File: config.mk
export PLATFORM = sky130hd
export DESIGN_NAME = line_command_deframer_decoder_top
export DESIGN_NICKNAME = d
export VERILOG_FILES = /design/src/design/lcdd_pkg.sv /design/src/design/line_command_deframer_decoder_top.sv /design/src/design/lcdd_entry_ram.sv /design/src/design/lcdd_parser.sv
export SDC_FILE = /design/constraint.sdc
export NUM_CORES = 1
export LEC_CHECK = 0
export BUFFER_PORTS_ARGS = -buffer_cell sky130_fd_sc_hd__buf_2
export CORE_MARGIN = 2
export CORE_UTILIZATION = 35
export CTS_CLUSTER_SIZE = 40
export DETAILED_ROUTE_END_ITERATION = 7
export PLACE_DENSITY = 0.5
export RECOVER_POWER = 100
export SYNTH_ARGS = -nofsm -noshare
export SYNTH_HDL_FRONTEND = slang
export SYNTH_SLANG_ARGS = --single-unit
File: constraint.sdc
create_clock -name aclk -period 22.6 [get_ports aclk]
set_input_delay 4.52 -clock aclk [delete_from_list [all_inputs] [get_ports aclk]]
set_output_delay 4.52 -clock aclk [all_outputs]
set_load 0.02 [all_outputs]
File: src/design/lcdd_pkg.sv
// Shared types, constants and keyword tables for the line command deframer/decoder.
// No dependencies.
`timescale 1ns / 1ps
package lcdd_pkg;

    localparam int MAX_ENTRIES = 16;
    localparam int LINE_LIMIT  = 255;
    localparam int ENT_AW      = (MAX_ENTRIES > 1) ? $clog2(MAX_ENTRIES) : 1;
    localparam int ECNT_W      = $clog2(MAX_ENTRIES + 1);
    localparam int BCNT_W      = $clog2(LINE_LIMIT + 1);
    localparam int ENT_W       = 48;

    localparam logic [7:0] CH_STX   = 8'h02;
    localparam logic [7:0] CH_LF    = 8'h0A;
    localparam logic [7:0] CH_CR    = 8'h0D;
    localparam logic [7:0] CH_SP    = 8'h20;
    localparam logic [7:0] CH_COLON = 8'h3A;
    localparam logic [7:0] CH_PLUS  = 8'h2B;
    localparam logic [7:0] CH_MINUS = 8'h2D;
    localparam logic [7:0] CH_ZERO  = 8'h30;
    localparam logic [7:0] CH_NINE  = 8'h39;
    localparam logic [7:0] CH_TAB   = 8'h09;

    localparam logic [2:0] PH_MATCH = 3'd0;
    localparam logic [2:0] PH_FIELD = 3'd1;
    localparam logic [2:0] PH_SKIP  = 3'd2;
    localparam logic [2:0] PH_READY = 3'd3;
    localparam logic [2:0] PH_DEAD  = 3'd4;

    localparam logic [2:0] KIND_ASSIGN = 3'd0;
    localparam logic [2:0] KIND_MAINT  = 3'd1;
    localparam logic [2:0] KIND_FREE   = 3'd2;
    localparam logic [2:0] KIND_DEPART = 3'd3;
    localparam logic [2:0] KIND_ESTOP  = 3'd4;
    localparam logic [2:0] KIND_SYN    = 3'd5;
    localparam logic [2:0] KIND_NONE   = 3'd7;

    localparam logic [2:0] WORD_BOARD = 3'd0;
    localparam logic [2:0] WORD_NONE  = 3'd7;
    localparam logic [6:0] ALL_WORDS  = 7'h7F;
    localparam logic [6:0] KEY_WORDS  = 7'h7E;

    localparam logic [1:0] MODE_IDLE = 2'd0;
    localparam logic [1:0] MODE_TEXT = 2'd1;
    localparam logic [1:0] MODE_BIN  = 2'd2;

    typedef struct packed {
        logic       start;
        logic       feed;
        logic       fin;
        logic [7:0] c;
    } lcdd_op_t;

    typedef struct packed {
        logic [7:0]        run_xor;
        logic [2:0]        phase;
        logic [2:0]        kind;
        logic [15:0]       f0;
        logic [15:0]       f1;
        logic [ECNT_W-1:0] ent_cnt;
    } lcdd_stat_t;

    typedef struct packed {
        logic              we;
        logic [ENT_AW-1:0] addr;
        logic [ENT_W-1:0]  data;
    } lcdd_wr_t;

    function automatic logic [3:0] word_len(input logic [2:0] w);
        case (w)
            3'd0: return 4'd8;
            3'd1: return 4'd13;
            3'd2: return 4'd12;
            3'd3: return 4'd11;
            3'd4: return 4'd7;
            3'd5: return 4'd15;
            3'd6: return 4'd9;
            default: return 4'd0;
        endcase
    endfunction

    function automatic logic [7:0] word_char(input logic [2:0] w, input logic [3:0] pos);
        logic [119:0] s;
        logic [3:0]   idx;
        case (w)
            3'd0: s = 120'("[BOARD] ");
            3'd1: s = 120'({"TRACK_", "ASSIGN:"});
            3'd2: s = 120'({"TRACK_", "MAINT:"});
            3'd3: s = 120'({"TRACK_", "FREE:"});
            3'd4: s = 120'("DEPART:");
            3'd5: s = 120'({"EMERGENCY_", "STOP:"});
            3'd6: s = 120'("SYNOPSIS:");
            default: s = '0;
        endcase
        idx = word_len(w) - 4'd1 - pos;
        return s[{idx, 3'b000} +: 8];
    endfunction

    function automatic logic [1:0] fields_needed(input logic [2:0] k);
        case (k)
            KIND_ASSIGN, KIND_DEPART: return 2'd2;
            KIND_SYN:                 return 2'd3;
            default:                  return 2'd1;
        endcase
    endfunction

endpackage

File: src/design/line_command_deframer_decoder_top.sv
// Top level: line framing, checksum check and result sequencing.
// Depends on lcdd_pkg, lcdd_parser, lcdd_entry_ram.
//
//  channel | ports                                       | direction
//  input   | s_valid s_ready s_byte_in                   | in
//  result  | m_valid m_ready m_kind m_track m_train      | out
//          | m_track_state m_last                        |
//
// One byte per cycle while a line is being received.
// The LF of a command line parks its result; a synopsis line then plays out its
// entries from the entry store in read and load states. s_ready is low while a
// result is parked and during play-out. Reset is synchronous, active low.
`timescale 1ns / 1ps
module line_command_deframer_decoder_top (
    input  logic               aclk,
    input  logic               aresetn,
    input  logic               s_valid,
    output logic               s_ready,
    input  logic [7:0]         s_byte_in,
    output logic               m_valid,
    input  logic               m_ready,
    output logic [2:0]         m_kind,
    output logic signed [15:0] m_track,
    output logic signed [15:0] m_train,
    output logic signed [15:0] m_track_state,
    output logic               m_last
);
    localparam logic [1:0] S_RUN  = 2'd0;
    localparam logic [1:0] S_PEND = 2'd1;
    localparam logic [1:0] S_RD   = 2'd2;
    localparam logic [1:0] S_LOAD = 2'd3;

    lcdd_pkg::lcdd_op_t   op;
    lcdd_pkg::lcdd_stat_t stat;
    lcdd_pkg::lcdd_wr_t   wr;
    logic [lcdd_pkg::ENT_W-1:0] rdata;

    logic [1:0]                  st_reg, st_next;
    logic [1:0]                  mode_reg, mode_next;
    logic [lcdd_pkg::BCNT_W-1:0] bcnt_reg, bcnt_next;
    logic [7:0]                  held_reg, held_next;
    logic [lcdd_pkg::ENT_AW-1:0] ridx_reg, ridx_next;
    logic [lcdd_pkg::ENT_AW-1:0] rlast_reg, rlast_next;
    logic [2:0]                  pkind_reg, pkind_next;
    logic [15:0]                 ptrk_reg, ptrk_next;
    logic [15:0]                 ptrn_reg, ptrn_next;
    logic                        mv_reg, mv_next;
    logic [2:0]                  mk_reg, mk_next;
    logic [15:0]                 mtrk_reg, mtrk_next;
    logic [15:0]                 mtrn_reg, mtrn_next;
    logic [15:0]                 mst_reg, mst_next;
    logic                        ml_reg, ml_next;
    logic                        re;
    logic                        acc;
    logic                        out_free;
    logic                        valid_line;

    assign s_ready  = (st_reg == S_RUN);
    assign acc      = s_valid && s_ready;
    assign out_free = !mv_reg || m_ready;

    lcdd_parser u_parser (
        .aclk    (aclk),
        .aresetn (aresetn),
        .op      (op),
        .stat    (stat),
        .wr      (wr)
    );

    lcdd_entry_ram u_ram (
        .aclk  (aclk),
        .we    (wr.we),
        .waddr (wr.addr),
        .wdata (wr.data),
        .re    (re),
        .raddr (ridx_reg),
        .rdata (rdata)
    );

    always_comb begin
        op = '0;
        op.c = s_byte_in;
        st_next = st_reg; mode_next = mode_reg; bcnt_next = bcnt_reg;
        held_next = held_reg; ridx_next = ridx_reg; rlast_next = rlast_reg;
        pkind_next = pkind_reg; ptrk_next = ptrk_reg; ptrn_next = ptrn_reg;
        mv_next = mv_reg && !m_ready;
        mk_next = mk_reg; mtrk_next = mtrk_reg; mtrn_next = mtrn_reg;
        mst_next = mst_reg; ml_next = ml_reg;
        re = 1'b0;
        valid_line = (mode_reg == lcdd_pkg::MODE_TEXT) ||
                     (bcnt_reg != '0 && stat.run_xor == held_reg);
        case (st_reg)
            S_RUN: begin
                if (acc) begin
                    if (mode_reg == lcdd_pkg::MODE_IDLE) begin
                        if (s_byte_in == lcdd_pkg::CH_STX) begin
                            op.start = 1'b1;
                            mode_next = lcdd_pkg::MODE_BIN;
                            bcnt_next = '0;
                            held_next = '0;
                        end else if (s_byte_in != lcdd_pkg::CH_LF &&
                                     s_byte_in != lcdd_pkg::CH_CR &&
                                     s_byte_in != lcdd_pkg::CH_SP) begin
                            op.start = 1'b1;
                            op.feed = 1'b1;
                            mode_next = lcdd_pkg::MODE_TEXT;
                            bcnt_next = lcdd_pkg::BCNT_W'(1);
                            held_next = '0;
                        end
                    end else if (s_byte_in == lcdd_pkg::CH_LF) begin
                        op.fin = 1'b1;
                        mode_next = lcdd_pkg::MODE_IDLE;
                        if (valid_line) begin
                            if (stat.kind == lcdd_pkg::KIND_SYN) begin
                                if (stat.ent_cnt != '0) begin
                                    ridx_next = '0;
                                    rlast_next = lcdd_pkg::ENT_AW'(stat.ent_cnt - 1'b1);
                                    st_next = S_RD;
                                end
                            end else if (stat.kind <= lcdd_pkg::KIND_ESTOP &&
                                         stat.phase == lcdd_pkg::PH_READY) begin
                                pkind_next = stat.kind;
                                case (stat.kind)
                                    lcdd_pkg::KIND_ASSIGN, lcdd_pkg::KIND_DEPART: begin
                                        ptrk_next = stat.f0; ptrn_next = stat.f1;
                                    end
                                    lcdd_pkg::KIND_ESTOP: begin
                                        ptrk_next = '0; ptrn_next = stat.f0;
                                    end
                                    default: begin
                                        ptrk_next = stat.f0; ptrn_next = '0;
                                    end
                                endcase
                                st_next = S_PEND;
                            end
                        end
                    end else if (bcnt_reg < lcdd_pkg::BCNT_W'(lcdd_pkg::LINE_LIMIT)) begin
                        if (mode_reg == lcdd_pkg::MODE_TEXT) begin
                            op.feed = 1'b1;
                        end else begin
                            op.feed = (bcnt_reg != '0);
                            op.c = held_reg;
                            held_next = s_byte_in;
                        end
                        bcnt_next = bcnt_reg + 1'b1;
                    end
                end
            end
            S_PEND: begin
                if (out_free) begin
                    mv_next = 1'b1; mk_next = pkind_reg; mtrk_next = ptrk_reg;
                    mtrn_next = ptrn_reg; mst_next = '0; ml_next = 1'b1;
                    st_next = S_RUN;
                end
            end
            S_RD: begin
                re = 1'b1;
                st_next = S_LOAD;
            end
            S_LOAD: begin
                if (out_free) begin
                    mv_next = 1'b1; mk_next = lcdd_pkg::KIND_SYN;
                    mtrk_next = rdata[47:32]; mtrn_next = rdata[31:16];
                    mst_next = rdata[15:0]; ml_next = (ridx_reg == rlast_reg);
                    if (ridx_reg == rlast_reg) begin
                        st_next = S_RUN;
                    end else begin
                        ridx_next = ridx_reg + 1'b1;
                        st_next = S_RD;
                    end
                end
            end
            default: st_next = S_RUN;
        endcase
    end

    always_ff @(posedge aclk) begin
        if (!aresetn) begin
            st_reg <= S_RUN; mode_reg <= lcdd_pkg::MODE_IDLE; bcnt_reg <= '0;
            held_reg <= '0; ridx_reg <= '0; rlast_reg <= '0; mv_reg <= 1'b0;
        end else begin
            st_reg <= st_next; mode_reg <= mode_next; bcnt_reg <= bcnt_next;
            held_reg <= held_next; ridx_reg <= ridx_next; rlast_reg <= rlast_next;
            mv_reg <= mv_next;
        end
    end

    always_ff @(posedge aclk) begin
        pkind_reg <= pkind_next; ptrk_reg <= ptrk_next; ptrn_reg <= ptrn_next;
        mk_reg <= mk_next; mtrk_reg <= mtrk_next; mtrn_reg <= mtrn_next;
        mst_reg <= mst_next; ml_reg <= ml_next;
    end

    assign m_valid       = mv_reg;
    assign m_kind        = mk_reg;
    assign m_track       = mtrk_reg;
    assign m_train       = mtrn_reg;
    assign m_track_state = mst_reg;
    assign m_last        = ml_reg;
endmodule

File: src/design/lcdd_entry_ram.sv
// Synopsis entry store: one write port, one registered read port.
// Depends on lcdd_pkg.
`timescale 1ns / 1ps
module lcdd_entry_ram (
    input  logic                      aclk,
    input  logic                      we,
    input  logic [lcdd_pkg::ENT_AW-1:0] waddr,
    input  logic [lcdd_pkg::ENT_W-1:0]  wdata,
    input  logic                      re,
    input  logic [lcdd_pkg::ENT_AW-1:0] raddr,
    output logic [lcdd_pkg::ENT_W-1:0]  rdata
);
    logic [lcdd_pkg::ENT_W-1:0] mem [lcdd_pkg::MAX_ENTRIES];

    always_ff @(posedge aclk) begin
        if (we) begin
            mem[waddr] <= wdata;
        end
        if (re) begin
            rdata <= mem[raddr];
        end
    end
endmodule

File: src/design/lcdd_parser.sv
// Keyword matcher and decimal field parser, one character per cycle.
// Depends on lcdd_pkg; drives the entry store write port.
`timescale 1ns / 1ps
module lcdd_parser (
    input  logic                 aclk,
    input  logic                 aresetn,
    input  lcdd_pkg::lcdd_op_t   op,
    output lcdd_pkg::lcdd_stat_t stat,
    output lcdd_pkg::lcdd_wr_t   wr
);
    logic [7:0]                  xor_reg, xor_next;
    logic                        zero_reg, zero_next;
    logic [2:0]                  phase_reg, phase_next;
    logic [6:0]                  mset_reg, mset_next;
    logic [3:0]                  mpos_reg, mpos_next;
    logic [2:0]                  kind_reg, kind_next;
    logic [1:0]                  fpos_reg, fpos_next;
    logic [15:0]                 acc_reg, acc_next;
    logic                        sgn_reg, sgn_next;
    logic                        neg_reg, neg_next;
    logic                        dig_reg, dig_next;
    logic [2:0][15:0]            fv_reg, fv_next;
    logic [lcdd_pkg::ECNT_W-1:0] cnt_reg, cnt_next;

    always_comb begin
        logic       do_char, do_fin, call_ff, do_begin, is_dig, is_sp;
        logic [7:0] c, ffc;
        logic [2:0] done;
        logic [19:0] prod;
        logic [15:0] v;
        xor_next = xor_reg; zero_next = zero_reg; phase_next = phase_reg;
        mset_next = mset_reg; mpos_next = mpos_reg; kind_next = kind_reg;
        fpos_next = fpos_reg; acc_next = acc_reg; sgn_next = sgn_reg;
        neg_next = neg_reg; dig_next = dig_reg; fv_next = fv_reg; cnt_next = cnt_reg;
        wr = '0;
        if (op.start) begin
            xor_next = '0; zero_next = 1'b0; phase_next = lcdd_pkg::PH_MATCH;
            mset_next = lcdd_pkg::ALL_WORDS; mpos_next = '0;
            kind_next = lcdd_pkg::KIND_NONE; fpos_next = '0; acc_next = '0;
            sgn_next = 1'b0; neg_next = 1'b0; dig_next = 1'b0; fv_next = '0;
            cnt_next = '0;
        end
        c = op.c;
        do_char = 1'b0; do_fin = op.fin;
        if (op.feed && !zero_next) begin
            if (c == 8'h00) begin
                zero_next = 1'b1;
                do_fin = 1'b1;
            end else begin
                xor_next = xor_next ^ c;
                do_char = 1'b1;
            end
        end
        is_dig = (c >= lcdd_pkg::CH_ZERO) && (c <= lcdd_pkg::CH_NINE);
        is_sp  = (c == lcdd_pkg::CH_SP) || ((c >= lcdd_pkg::CH_TAB) && (c <= lcdd_pkg::CH_CR));
        call_ff = 1'b0; ffc = c; do_begin = 1'b0; done = lcdd_pkg::WORD_NONE;
        prod = '0; v = '0;
        if (do_char) begin
            case (phase_next)
                lcdd_pkg::PH_MATCH: begin
                    for (int i = 0; i < 7; i++) begin
                        if (mset_next[i]) begin
                            if (mpos_next >= lcdd_pkg::word_len(3'(i)) ||
                                lcdd_pkg::word_char(3'(i), mpos_next) != c) begin
                                mset_next[i] = 1'b0;
                            end else if (mpos_next + 4'd1 == lcdd_pkg::word_len(3'(i))) begin
                                done = 3'(i);
                            end
                        end
                    end
                    mpos_next = mpos_next + 4'd1;
                    if (done == lcdd_pkg::WORD_BOARD) begin
                        mset_next = lcdd_pkg::KEY_WORDS;
                        mpos_next = '0;
                    end else if (done != lcdd_pkg::WORD_NONE) begin
                        kind_next = done - 3'd1;
                        do_begin = 1'b1;
                    end else if (mset_next == '0) begin
                        phase_next = lcdd_pkg::PH_DEAD;
                    end
                end
                lcdd_pkg::PH_FIELD: begin
                    if (dig_next) begin
                        if (is_dig) begin
                            prod = {4'd0, acc_next} * 20'd10 + 20'(c - lcdd_pkg::CH_ZERO);
                            acc_next = (prod > 20'd32768) ? 16'd32768 : prod[15:0];
                        end else begin
                            call_ff = 1'b1;
                        end
                    end else if (is_dig) begin
                        acc_next = 16'(c - lcdd_pkg::CH_ZERO);
                        dig_next = 1'b1;
                    end else if (!sgn_next &&
                                 (c == lcdd_pkg::CH_PLUS || c == lcdd_pkg::CH_MINUS)) begin
                        sgn_next = 1'b1;
                        neg_next = (c == lcdd_pkg::CH_MINUS);
                    end else if (!(!sgn_next && is_sp)) begin
                        phase_next = lcdd_pkg::PH_DEAD;
                    end
                end
                lcdd_pkg::PH_SKIP: begin
                    if (c == lcdd_pkg::CH_COLON) begin
                        do_begin = 1'b1;
                    end
                end
                default: ;
            endcase
        end
        if (do_fin && phase_next == lcdd_pkg::PH_FIELD && dig_next) begin
            call_ff = 1'b1;
            ffc = 8'h00;
        end
        if (call_ff) begin
            if (neg_next) begin
                v = 16'd0 - acc_next;
            end else begin
                v = (acc_next > 16'd32767) ? 16'd32767 : acc_next;
            end
            if (fpos_next != 2'd3) begin
                fv_next[fpos_next] = v;
            end
            if (kind_next > lcdd_pkg::KIND_SYN) begin
                phase_next = lcdd_pkg::PH_DEAD;
            end else if (3'(fpos_next) + 3'd1 >= 3'(lcdd_pkg::fields_needed(kind_next))) begin
                if (kind_next != lcdd_pkg::KIND_SYN) begin
                    phase_next = lcdd_pkg::PH_READY;
                end else begin
                    if (cnt_next < lcdd_pkg::ECNT_W'(lcdd_pkg::MAX_ENTRIES)) begin
                        wr.we   = 1'b1;
                        wr.addr = cnt_next[lcdd_pkg::ENT_AW-1:0];
                        wr.data = {fv_next[0], fv_next[1], fv_next[2]};
                        cnt_next = cnt_next + 1'b1;
                    end
                    if (ffc == lcdd_pkg::CH_COLON) begin
                        do_begin = 1'b1;
                    end else begin
                        phase_next = lcdd_pkg::PH_SKIP;
                    end
                end
            end else if (ffc == lcdd_pkg::CH_COLON) begin
                fpos_next = fpos_next + 2'd1;
                acc_next = '0; sgn_next = 1'b0; neg_next = 1'b0; dig_next = 1'b0;
            end else begin
                phase_next = lcdd_pkg::PH_DEAD;
            end
        end
        if (do_begin) begin
            if (cnt_next >= lcdd_pkg::ECNT_W'(lcdd_pkg::MAX_ENTRIES)) begin
                phase_next = lcdd_pkg::PH_DEAD;
            end else begin
                fpos_next = '0; acc_next = '0; sgn_next = 1'b0; neg_next = 1'b0;
                dig_next = 1'b0; phase_next = lcdd_pkg::PH_FIELD;
            end
        end
        if (do_fin && phase_next != lcdd_pkg::PH_READY) begin
            phase_next = lcdd_pkg::PH_DEAD;
        end
    end

    always_ff @(posedge aclk) begin
        if (!aresetn) begin
            xor_reg <= '0; zero_reg <= 1'b0; phase_reg <= lcdd_pkg::PH_MATCH;
            mset_reg <= lcdd_pkg::ALL_WORDS; mpos_reg <= '0;
            kind_reg <= lcdd_pkg::KIND_NONE; fpos_reg <= '0; acc_reg <= '0;
            sgn_reg <= 1'b0; neg_reg <= 1'b0; dig_reg <= 1'b0; fv_reg <= '0;
            cnt_reg <= '0;
        end else begin
            xor_reg <= xor_next; zero_reg <= zero_next; phase_reg <= phase_next;
            mset_reg <= mset_next; mpos_reg <= mpos_next; kind_reg <= kind_next;
            fpos_reg <= fpos_next; acc_reg <= acc_next; sgn_reg <= sgn_next;
            neg_reg <= neg_next; dig_reg <= dig_next; fv_reg <= fv_next;
            cnt_reg <= cnt_next;
        end
    end

    assign stat.run_xor = xor_reg;
    assign stat.phase   = phase_next;
    assign stat.kind    = kind_next;
    assign stat.f0      = fv_next[0];
    assign stat.f1      = fv_next[1];
    assign stat.ent_cnt = cnt_next;
endmodule

After elaboration in Yosys (flattened, before gate mapping)
Memories as Yosys holds them, arrays and structs flattened. A register that Yosys moved wholly into a read port is not among the register bits.
Index checks and enable logic that the tools add are counted.
{ "totals": {"ff_bits": 216, "ramBits": 768, "out_inout_bits": 54, "elab_cells": 527, "memories": 1} }
{ "mem_list": {"columns": ["name", "words", "width", "read_ports", "rd_ports_with_merged_regs", "wr", "line_no", "rtl"], "rows": [
  ["u_ram.mem", 16, 48, 1, 1, 1, "lcdd_entry_ram.sv:13", "logic [lcdd_pkg::ENT_W-1:0] mem [lcdd_pkg::MAX_ENTRIES];"]
]} }
{ "op_classes": {"addsub": 26, "mul": 1, "order_cmp": 21, "eq_ne": 55, "shift": 7, "n_mux": 330, "bitwise": 3, "reduce_logical": 53} }
{ "op_table": {"columns": ["cell", "count"], "rows": [
  ["$mux 120", 21],
  ["$shiftx 120x8->8", 7],
  ["$mux 16", 23],
  ["$mux 53", 5],
  ["$mux 4", 61],
  ["$mux 3", 50],
  ["$mux 48", 3],
  ["$mux 8", 18],
  ["$pmux 16 s2", 4],
  ["$mux 1", 99],
  ["$ne 8x8->1", 7],
  ["$bwmux 48", 1],
  ["$mux 2", 24],
  ["$eq 8x6->1 const B", 5],
  ["$demux 16 s2", 1],
  ["$eq 4x4->1", 8],
  ["$sub 4x1->4 const B", 8],
  ["$mux 5", 6],
  ["$ge 4x4->1", 7],
  ["$mux 7", 4],
  ["$sub 4x4->4", 7],
  ["$mux 11", 2],
  ["$add 20x20->20", 1],
  ["$gt 20x16->1 const B", 1],
  ["other kinds (63)", 123]
]} }

Depth between registers and ports, before layout
Gate-level depths: netlist of run 1.
{ "depth": {"ltp_word": 77, "mapped_depth": 47} }

By module
From an unflattened synthesis of run 1, not the netlist that was laid out.
{ "unflattened": {"hier_cells": 3280, "hier_area_um2": 47040.1} }
{ "by_module_without_submodules": {"columns": ["mod", "n_inst", "cells_each", "area_each_um2"], "rows": [
  ["lcdd_entry_ram", 1, 1242, 30171.4],
  ["lcdd_parser", 1, 1601, 11473.5],
  ["line_command_deframer_decoder_top", 1, 437, 5395.2]
]} }

Worst setup path after synthesis of run 1
No wires, ideal clock.
{ "synth_timing": {"kind": "input port to flip-flop", "from": "input port s_byte_in[2]", "to": "memory u_ram.mem[15][0] (netlist bit), enable pin", "setup_time_ns": 0.573, "arrival_ns": 17.838, "path_slack_ns": 4.189, "stages": 42, "n_path_buf": 12, "path_cell_list": "buf_2 -> or4b_4 -> o211a_4 -> nand2_2 -> buf_6 -> clkbuf_1 -> clkbuf_1 -> clkbuf_1 -> clkbuf_1 -> clkbuf_1 -> clkbuf_1 -> nand2_1 -> inv_1 -> ha_1 -> inv_1 -> ha_1 -> clkbuf_1 -> nor2b_1 -> [6 not listed] -> a211oi_1 -> a21o_1 -> inv_1 -> ha_1 -> nor2_1 -> mux2i_4 -> mux2i_1 -> xnor2_1 -> nand2_1 -> buf_2 -> nand2_1 -> fa_1 -> o31ai_1 -> and2_1 -> buf_4 -> nand3_1 -> clkbuf_1 -> nor4_1"} }
{ "synth_rtl": {"columns": ["element", "line_no", "rtl"], "rows": [
  ["start, declared", "line_command_deframer_decoder_top.sv:19", "input logic [7:0] s_byte_in,"],
  ["end, declared", "lcdd_entry_ram.sv:13", null]
]} }

==> metrics.md, run 1 <==
| Metric | Value |
|---|---|
| Wirelength, routed | roughly 130000 um |
| Design area | about 52000 um^2 |
| DRT iter0 DRCs | between 2000 and 3000 |
| Async SR Flop Fraction | 0% |
| Post-synth EDFFs | about 900 |
| Clk pin slew, worst setup/hold paths | about 0.060 ns |
| Reg2reg path depth | 39 |
| Antenna violations before repair | 2 |
| Drt wl/cell | between 20 and 30 um |
| Area growth syn-to-layout | 12.4% |
| Most numerous cell on the critical path | nand2_1 |
| Min Clock Period, post-route | about 18 ns |
| Clock Skew | roughly 0.047 ns |
| 1st-pass router iterations | 6 |
| Final setup viols | 0 |
| Final period util | slightly below 80% |
| Max Cap Viol | 16 |
| Vias per inst | ~5.6 |
| IO Count | 66 |
| Residual DRC | 0 |
| Setup TNS | 0 ns |
| Violated checks | max-capacitance violations, max-slew violations |
| Routed Antenna Nets | 0 |
| Synth cell types | 111 |
| Outcome | finished, violations left |
| Max Fclk | around 56 MHz |
| M2 GR Usage | a little under a third |
| Critical path's largest stage delay | between 2 and 3 ns |
| Mapped Area | ~46000 um^2 |
| RR Endpoint | u_ram.mem[8][10]$_DFFE_PP_ |
| Critical Path End Type | flop |
| Sequential share of the synthesized area | between 60% and 70% |
| Buffers on Ports | 65 |
| Area leader, netlist | edfxtp_1 |
| Largest net degree at the start of global routing | 94 |
| Syn Area/Cell | 14.8 um^2 |
| Worst slew pin tran | 4.03 ns |
| Syn nets | around 3200 |
| Worst IR drop on VDD | slightly above 0.06 mV |
| Worst skew pair latency | 0.70 ns |
| Root buf cell | clkbuf_16 |
| CP startpoint kind | primary input |
| Setup Crit Path Kind | in -> reg |
| Filler instances | approximately 12000 |
| Ant. Diodes | 0 |
| Gr usage total | around a fifth |
| Post-place instance area | approximately 49000 um^2 |
| CTS tree | built |
| PwrDens | between 70 and 80 nW/um^2 |
| Die Y | about 370 um |
| Max reg flops | about 770 |
| Starting Density | between 30% and 40% |
| Row count | roughly 130 |
| Post-CTS sizing | 0 |
| GRT overflow | 0 |
| Maximum root-to-sink buffer count | 3 |
| Number of global-route vias before repair | approximately 28000 |
| Met1 Usage GRT | 26.6% |
| Die area | ~140000 um^2 |
| Total number of yosys warnings | 0 |
| H-tree Lvls | 3 |
| Synth Flop Type | edfxtp_1 |
| Yosys reg bits | a little over 1000 |
| WP data arrival | between 15 and 20 ns |
| Required time worst endpoint | between 20 and 25 ns |
| First-pass GRT wire length | 193000 um |
| CORE AREA | 132000 um^2 |
| Max FO, Critical Path | just over 90 |
| Critical path destination | u_ram.mem[0][1]$_DFFE_PP_ |
| Slew Viols, Final | 605 |
| RR Startpoint | st_reg[1]$_SDFFE_PN0P_ |
| Die Span X | around 370 um |
| Yosys top cell area share | 58.4% |
| Cts hold-fix bufs | 0 |
| Met3 Use GR | under 10% |
| Top cells by area, synth | edfxtp_1, mux4_2, dfxtp_1 |
| Slew HR | -168% |
| Min-delay worst type | reg -> reg |
| Synth Instances | roughly 3100 |
| Detailed Place HPWL | 78500 um |
| Fin nets | between 3000 and 4000 |
| Slowest CP cell | nand2_1 |
| Vias | 28100 |
| RSZ-0062 raised after global routing | false |
| Final Wtd Congestion | 0.882 |
| R2r setup slk | about 8 ns |
| # clock sinks | between 1000 and 1500 |
| Fraction of layout cells with a size suffix above 1 | between 15 and 20% |
| Worst setup startpoint | s_byte_in[3] |
| Inserted Clock Buffers | between 100 and 150 |
| Endpoints failing hold | 0 |
| GR peak layer | met2 |
| Leakage | approximately 14 nW |
| Post-CTS Setup Inserts | 0 |
## critical path: cells and delay by family
kind	cells	cell delay [ns]
AO/OA/AOI/OAI	10	2.65
XOR/XNOR	1	0.12
adder cells (fa/ha/maj)	4	1.70
AND/OR/NAND/NOR	11	6.81
buffers and inverters	5	1.59
multiplexers	2	0.80
## worst min-delay path by stage
stage	from	cells after the start	endpoint
final	u_parser.zero_reg$_SDFF_PN0_	2	u_parser.zero_reg$_SDFF_PN0_
after global placement	u_parser.zero_reg$_SDFF_PN0_	2	u_parser.zero_reg$_SDFF_PN0_
after floorplan	u_parser.mset_reg[3]$_SDFF_PN1_	2	u_parser.mset_reg[3]$_SDFF_PN1_
after global routing	u_parser.fv_reg[43]$_SDFF_PN0_	2	u_parser.fv_reg[43]$_SDFF_PN0_
after detailed placement	u_parser.zero_reg$_SDFF_PN0_	2	u_parser.zero_reg$_SDFF_PN0_
after CTS	u_parser.zero_reg$_SDFF_PN0_	2	u_parser.zero_reg$_SDFF_PN0_
## final cells by class
| cell class | count | area [um^2] | share of cell area, % |
|---|---|---|---|
| sequential | 1032 | 29700 | 56.9 |
| multi-input combinational | 1855 | 15700 | 30.1 |
| clock buffer | 133 | 2850 | 5.46 |
| tap | 1755 | 2200 | 4.21 |
| timing repair buffer | 148 | 763 | 1.46 |
| clock inverter | 64 | 679 | 1.30 |
| inverter | 67 | 255 | 0.489 |
## per-layer routing
| layer | part of all wire [%] | up-vias | wire [um] |
|---|---|---|---|
| li1 | - | 12500 | - |
| met1 | 44 | 14500 | 57600 |
| met2 | 48 | 857 | 62800 |
| met3 | 5.7 | 221 | 7500 |
| met4 | 2.9 | 0 | 3820 |
| met5 | 0 | - | 0 |
## cells in the final DEF (no fill, tap or decap), types with 12 or more instances in the layout
master / Yosys / final
o211ai_1: 21 / 21
a21oi_1: 164 / 163
bufinv_16: 0 / 12
nor3_1: 51 / 52
and3_1: 46 / 46
nor2b_1: 18 / 17
mux2i_1: 16 / 17
clkbuf_1: 146 / 108
clkbuf_16: 0 / 110
nand2b_1: 19 / 19
inv_1: 61 / 61
a22oi_1: 16 / 16
nor2_1: 233 / 226
xnor2_1: 64 / 65
nand4_1: 29 / 29
o22ai_1: 36 / 36
edfxtp_1: 903 / 903
clkinv_1: 4 / 24
a211oi_1: 26 / 27
o21ai_0: 69 / 75
nand3_1: 120 / 120
dfxtp_1: 129 / 125
and2_1: 37 / 28
a31oi_1: 39 / 39
clkinv_2: 0 / 12
mux2_2: 38 / 14
mux2_1: 0 / 24
nand2_1: 188 / 189
nor4_1: 17 / 18
xor2_1: 30 / 30
mux4_2: 240 / 240
a21o_1: 30 / 30
ha_1: 87 / 87
buf_4: 7 / 52
## logic make-up (layout without fill, tap and decap cells)
group / after synthesis / count (layout) / share of synthesized area (%)
compound gates: 547 / 547 / 7.82
buf+inv: 258 / 412 / 2.21
mux: 296 / 296 / 13.0
simple gates: 827 / 827 / 8.76
flops: 1032 / 1032 / 63.9
fa+ha+maj: 90 / 90 / 2.47
xor+xnor: 95 / 95 / 1.81
## through the flow
| step | total power [mW] | setup slack, ns | hold slack (ns) | util (%) | cells |
|---|---|---|---|---|---|
| global route | 4.06 | 3.57 | 0.493 | 39.6 | 5054 |
| detailed placement | 2.19 | 7.06 | 0.458 | 37.2 | 4857 |
| CTS | 3.97 | 7.75 | 0.467 | 39.9 | 5054 |
| finish | 3.93 | 4.63 | 0.467 | 39.6 | 5054 |
| global placement | 2.19 | 7.21 | 0.449 | 37.2 | 4857 |
| floorplan | 2.16 | 4.19 | 0.433 | - | 3145 |
## power by group
part	total (mW)	switching [mW]	leakage, nW	internal [mW]
Clock	1.78	0.747	1.71	1.03
Combinational	0.104	0.0724	5.15	0.0316
Sequential	2.05	0.00517	7.17	2.04
## synthesized netlist by cell type (all sizes together) (6+ instances only)
library cell,count
nand4,31
inv,63
mux2i,18
a21oi,166
xnor2,65
xor2,30
nor3b,11
nor2b,18
o211ai,22
edfxtp,903
mux4,240
mux2,38
o22ai,37
a211oi,28
o21ai,82
o2111ai,8
a31o,7
or3,8
ha,87
a2bb2oi,8
o31a,8
a32oi,7
nand2b,19
nor2,235
nand2,189
nor4,18
o21a,10
or4,7
clkbuf,147
a211o,6
o31ai,9
a21o,30
or2,8
nor3,53
dfxtp,129
a31oi,39
buf,44
and3,47
nand3,121
and2,38
a22oi,17
(Power assumes the default switching activity.)
==> run 2: changes to the inputs <==
ABC_AREA = 1   (was not set)
PLACE_DENSITY = 0.52   (was 0.5)
clock period = 14.8 ns   (was 22.6 ns; I/O delays follow)
==> run 2 against run 1 <==
  * The flow still finishes with violations (max-capacitance violations, max-slew violations)
  * First-iteration DRC count up 25%
  * Clock-buffer cell count rose by 3
  * Die area rose by 1.9%
  * Non-clock buffer count decreased by 23
  * Sequential share of layout area is 0.72 points lower
  * Design area up 1.3%
  * Clock skew grew 0.0040 ns
  * Utilization down 0.14 points
  * Register-to-register slack worse by 4.4 ns
  * Via count increased by 18%
  * Wire length increased by 3.6%
  * Final cell count is 23% higher
  * Largest cell class unchanged
==> metrics.md, run 2 <==
| Metric | Value |
|---|---|
| First-pass GRT wire length | 205000 um (was 193000 um) |
| Yosys reg bits | 1032 (unchanged) |
| Min-delay worst type | reg -> reg (unchanged) |
| Die area | 138000 um^2 (was 136000 um^2) |
| Area growth syn-to-layout | 11.6% (was 12.4%) |
| Slew Viols, Final | 737 (was 605) |
| Worst skew pair latency | 0.73 ns (was 0.70 ns) |
| Vias per inst | 5.33 (was 5.56) |
| Core Util, Final | 39.5% (was 39.6%) |
| Slowest CP cell | o21ai_0 (was nand2_1) |
| WP data arrival | 13.40 ns (was 18.27 ns) |
| Max Fclk | about 76 MHz |
| Filler instances | 13100 (was 12200) |
| Buffers on Ports | 65 (unchanged) |
| Post-CTS Setup Inserts | 0 (unchanged) |
| Multi-input gate area | 15700 um^2 (about the same) |
| Max reg flops | 768 (unchanged) |
| GRT overflow | 0 (unchanged) |
| Final Wtd Congestion | 0.879 (was 0.882) |
| Total power | 6.05 mW (was 3.93 mW) |
| Synth Instances | 4353 (was 3145) |
| Async SR Flop Fraction | 0% (unchanged) |
| Drt wl/cell | 22.0 um (was 26.1 um) |
| Clk pin slew, worst setup/hold paths | 0.06 ns (about the same) |
| Worst IR drop on VDD | 0.0940 mV (was 0.0615 mV) |
| CP top delay family | simple AND/OR/NAND/NOR gates (unchanged) |
| Starting Density | 35.4% (was 35.3%) |
| Endpoints failing hold | 0 (unchanged) |
| Post-CTS sizing | 0 (unchanged) |
| Routed Antenna Nets | 0 (unchanged) |
| Antenna violations before repair | 1 (was 2) |
| Fin nets | 4463 (was 3313) |
| Psw | 1.35 mW (was 0.824 mW) |
| Min Clock Period, post-route | around 13 ns |
| Critical path's largest stage delay | 1.79 ns (was 2.63 ns) |
| Setup TNS | 0 ns (unchanged) |
| Gr usage total | 19.5% (was 19.2%) |
| Root buf cell | clkbuf_16 (unchanged) |
| CTS tree | built (unchanged) |
| Synth Flop Type | edfxtp_1 (unchanged) |
| Count leader, synth | edfxtp_1 (unchanged) |
| CP startpoint kind | primary input (unchanged) |
| Syn nets | 4455 (was 3247) |
| Ant. Diodes | 0 (unchanged) |
| Fraction of layout cells with a size suffix above 1 | 7.75% (was 15.7%) |
| CORE AREA | 134000 um^2 (was 132000 um^2) |
| Slew HR | -203% (was -168%) |
| Row count | 134 (was 133) |
| Clk pwr share | 44.7% (was 45.2%) |
| Number of global-route vias before repair | 32000 (was 27900) |
| Synth top cells by count | edfxtp_1, nand2_1, nor2_1, o21ai_0, inv_1 (was edfxtp_1, mux4_2, nor2_1, nand2_1, a21oi_1) |
| Setup Crit Path Kind | in -> reg (unchanged) |
| Syn Area/Cell | 10.9 um^2 (was 14.8 um^2) |
| Max Cap Viol | 12 (was 16) |
| Mapped Area | 47400 um^2 (was 46400 um^2) |
| Most numerous cell on the critical path | nand2_1 (unchanged) |
| Total number of yosys warnings | 0 (unchanged) |
| Area leader, netlist | edfxtp_1 (unchanged) |
| Max FO, Critical Path | 49 (was 93) |
| Vias | 33200 (was 28100) |
| Outcome | finished, violations left (unchanged) |
| Cts hold-fix bufs | 0 (unchanged) |
| Sw Share | 22.4% (was 21.0%) |
| RSZ-0062 raised after global routing | false (unchanged) |
| Synth cell types | 68 (was 111) |
| Inserted Clock Buffers | 110 (was 107) |
| Violated checks | max-capacitance violations, max-slew violations (unchanged) |
| IO Count | 66 (unchanged) |
| Flop pwr share | 51.8% (was 52.1%) |
| Residual DRC | 0 (unchanged) |
| Cell Int Power | 4.70 mW (was 3.11 mW) |
| Crit path buffers/inverters | 10 (was 5) |
| Die Y | 372 um (was 368 um) |
| # clock sinks | 1032 (unchanged) |
| Largest net degree at the start of global routing | 150 (was 94) |
| Post-synth EDFFs | 903 (unchanged) |
| Required time worst endpoint | 15.09 ns (was 22.90 ns) |
| Clock Skew | 0.0514 ns (was 0.0474 ns) |
| H-tree Lvls | 3 (unchanged) |
| Top cells by area, synth | edfxtp_1, nand2_1, dfxtp_1 (was edfxtp_1, mux4_2, dfxtp_1) |
| Worst slew pin tran | 4.54 ns (was 4.03 ns) |
| Detailed Place HPWL | 81800 um (was 78500 um) |
| PwrDens | 114 nW/um^2 (was 75.4 nW/um^2) |
| FF+latch area | 29700 um^2 (about the same) |
| Yosys top cell area share | 57.3% (was 58.4%) |
| Most common cell after layout, fill and taps aside | edfxtp_1 (unchanged) |
| Wirelength, routed | 137000 um (was 132000 um) |
| Final setup viols | 0 (unchanged) |
| Logic pwr share | 3.5% (was 2.6%) |
| Critical Path End Type | flop (unchanged) |
| Leakage | 17.1 nW (was 14.0 nW) |
| Sequential share of the synthesized area | 62.7% (was 63.9%) |
| Maximum root-to-sink buffer count | 3 (unchanged) |
| Final period util | between 80% and 90% |
| DRT iter0 DRCs | 3291 (was 2632) |
| Most frequent cells in the layout | edfxtp_1, nand2_1, nor2_1 (was edfxtp_1, mux4_2, nor2_1) |
| 1st-pass router iterations | 6 (unchanged) |
| Die Span X | 372 um (was 368 um) |
==> run 2: power groups by stage <==
stage          registers, mW  clock network (mW)  logic [mW]
4_1_cts                 3.13                2.76       0.214
3_3_place_gp            3.19                   0       0.213
3_5_place_dp            3.19                   0       0.213
5_1_grt                 3.13                2.87       0.236
6_report                3.13                2.71       0.213
2_1_floorplan           3.19                   0       0.157
==> run 2: final timing paths <==
check / slack (ns) / cells after the start / from / to
worst min-delay path: 0.47 / 2 / u_parser.sgn_reg$_SDFF_PN0_ / u_parser.sgn_reg$_SDFF_PN0_
worst max register to register: 3.61 / 41 / bcnt_reg[0]$_SDFFE_PN0P_ / u_ram.mem[12][3]$_DFFE_PP_
worst max-delay path: 1.69 / 41 / s_byte_in[0] / u_ram.mem[12][3]$_DFFE_PP_
worst min register to register: 0.47 / 2 / u_parser.sgn_reg$_SDFF_PN0_ / u_parser.sgn_reg$_SDFF_PN0_
==> run 2: cell type report <==
class | count | share of cell area (%)
well taps | 1768 | 4.19
flip-flops and latches | 1032 | 56.2
inverters | 284 | 2.04
repair buffers | 125 | 1.33
clock inverters | 67 | 1.16
multi-input cells | 2808 | 29.6
clock buffers | 136 | 5.46
==> run 2: cell families after synthesis <==
group	Yosys count	synth area share [%]
AO/OA/AOI/OAI	774	10.4
XOR/XNOR	52	0.962
adder cells (fa/ha/maj)	90	2.43
buffers and inverters	513	4.24
flip-flops	1032	62.7
multiplexers	163	3.45
AND/OR/NAND/NOR	1729	15.8
==> run 2: tightest hold or removal path: cells and delay by family, from the launching register on <==
family,cells,cell delay (ns)
simple gates,1,0.07
flops,1,0.30
compound gates,1,0.06
==> run 2: routing by layer <==
| layer | up-vias | global-route usage [%] | share of wire, % |
|---|---|---|---|
| met5 | - | 0 | 0.0073 |
| met4 | 2 | 5.76 | 2.7 |
| li1 | 15500 | - | - |
| met2 | 965 | 31.3 | 46 |
| met3 | 203 | 2.74 | 5.6 |
| met1 | 16500 | 27.3 | 46 |
==> run 2: metrics by stage <==
step	worst slack, ns	hold WS, ns	std cells	area (um^2)
after floorplan	2.64	0.447	4353	47400
after global routing	0.908	0.500	6220	52900
after global placement	2.20	0.459	6017	49700
final	1.69	0.470	6220	52900
after CTS	2.77	0.472	6220	53200
after detailed placement	2.04	0.463	6017	49700
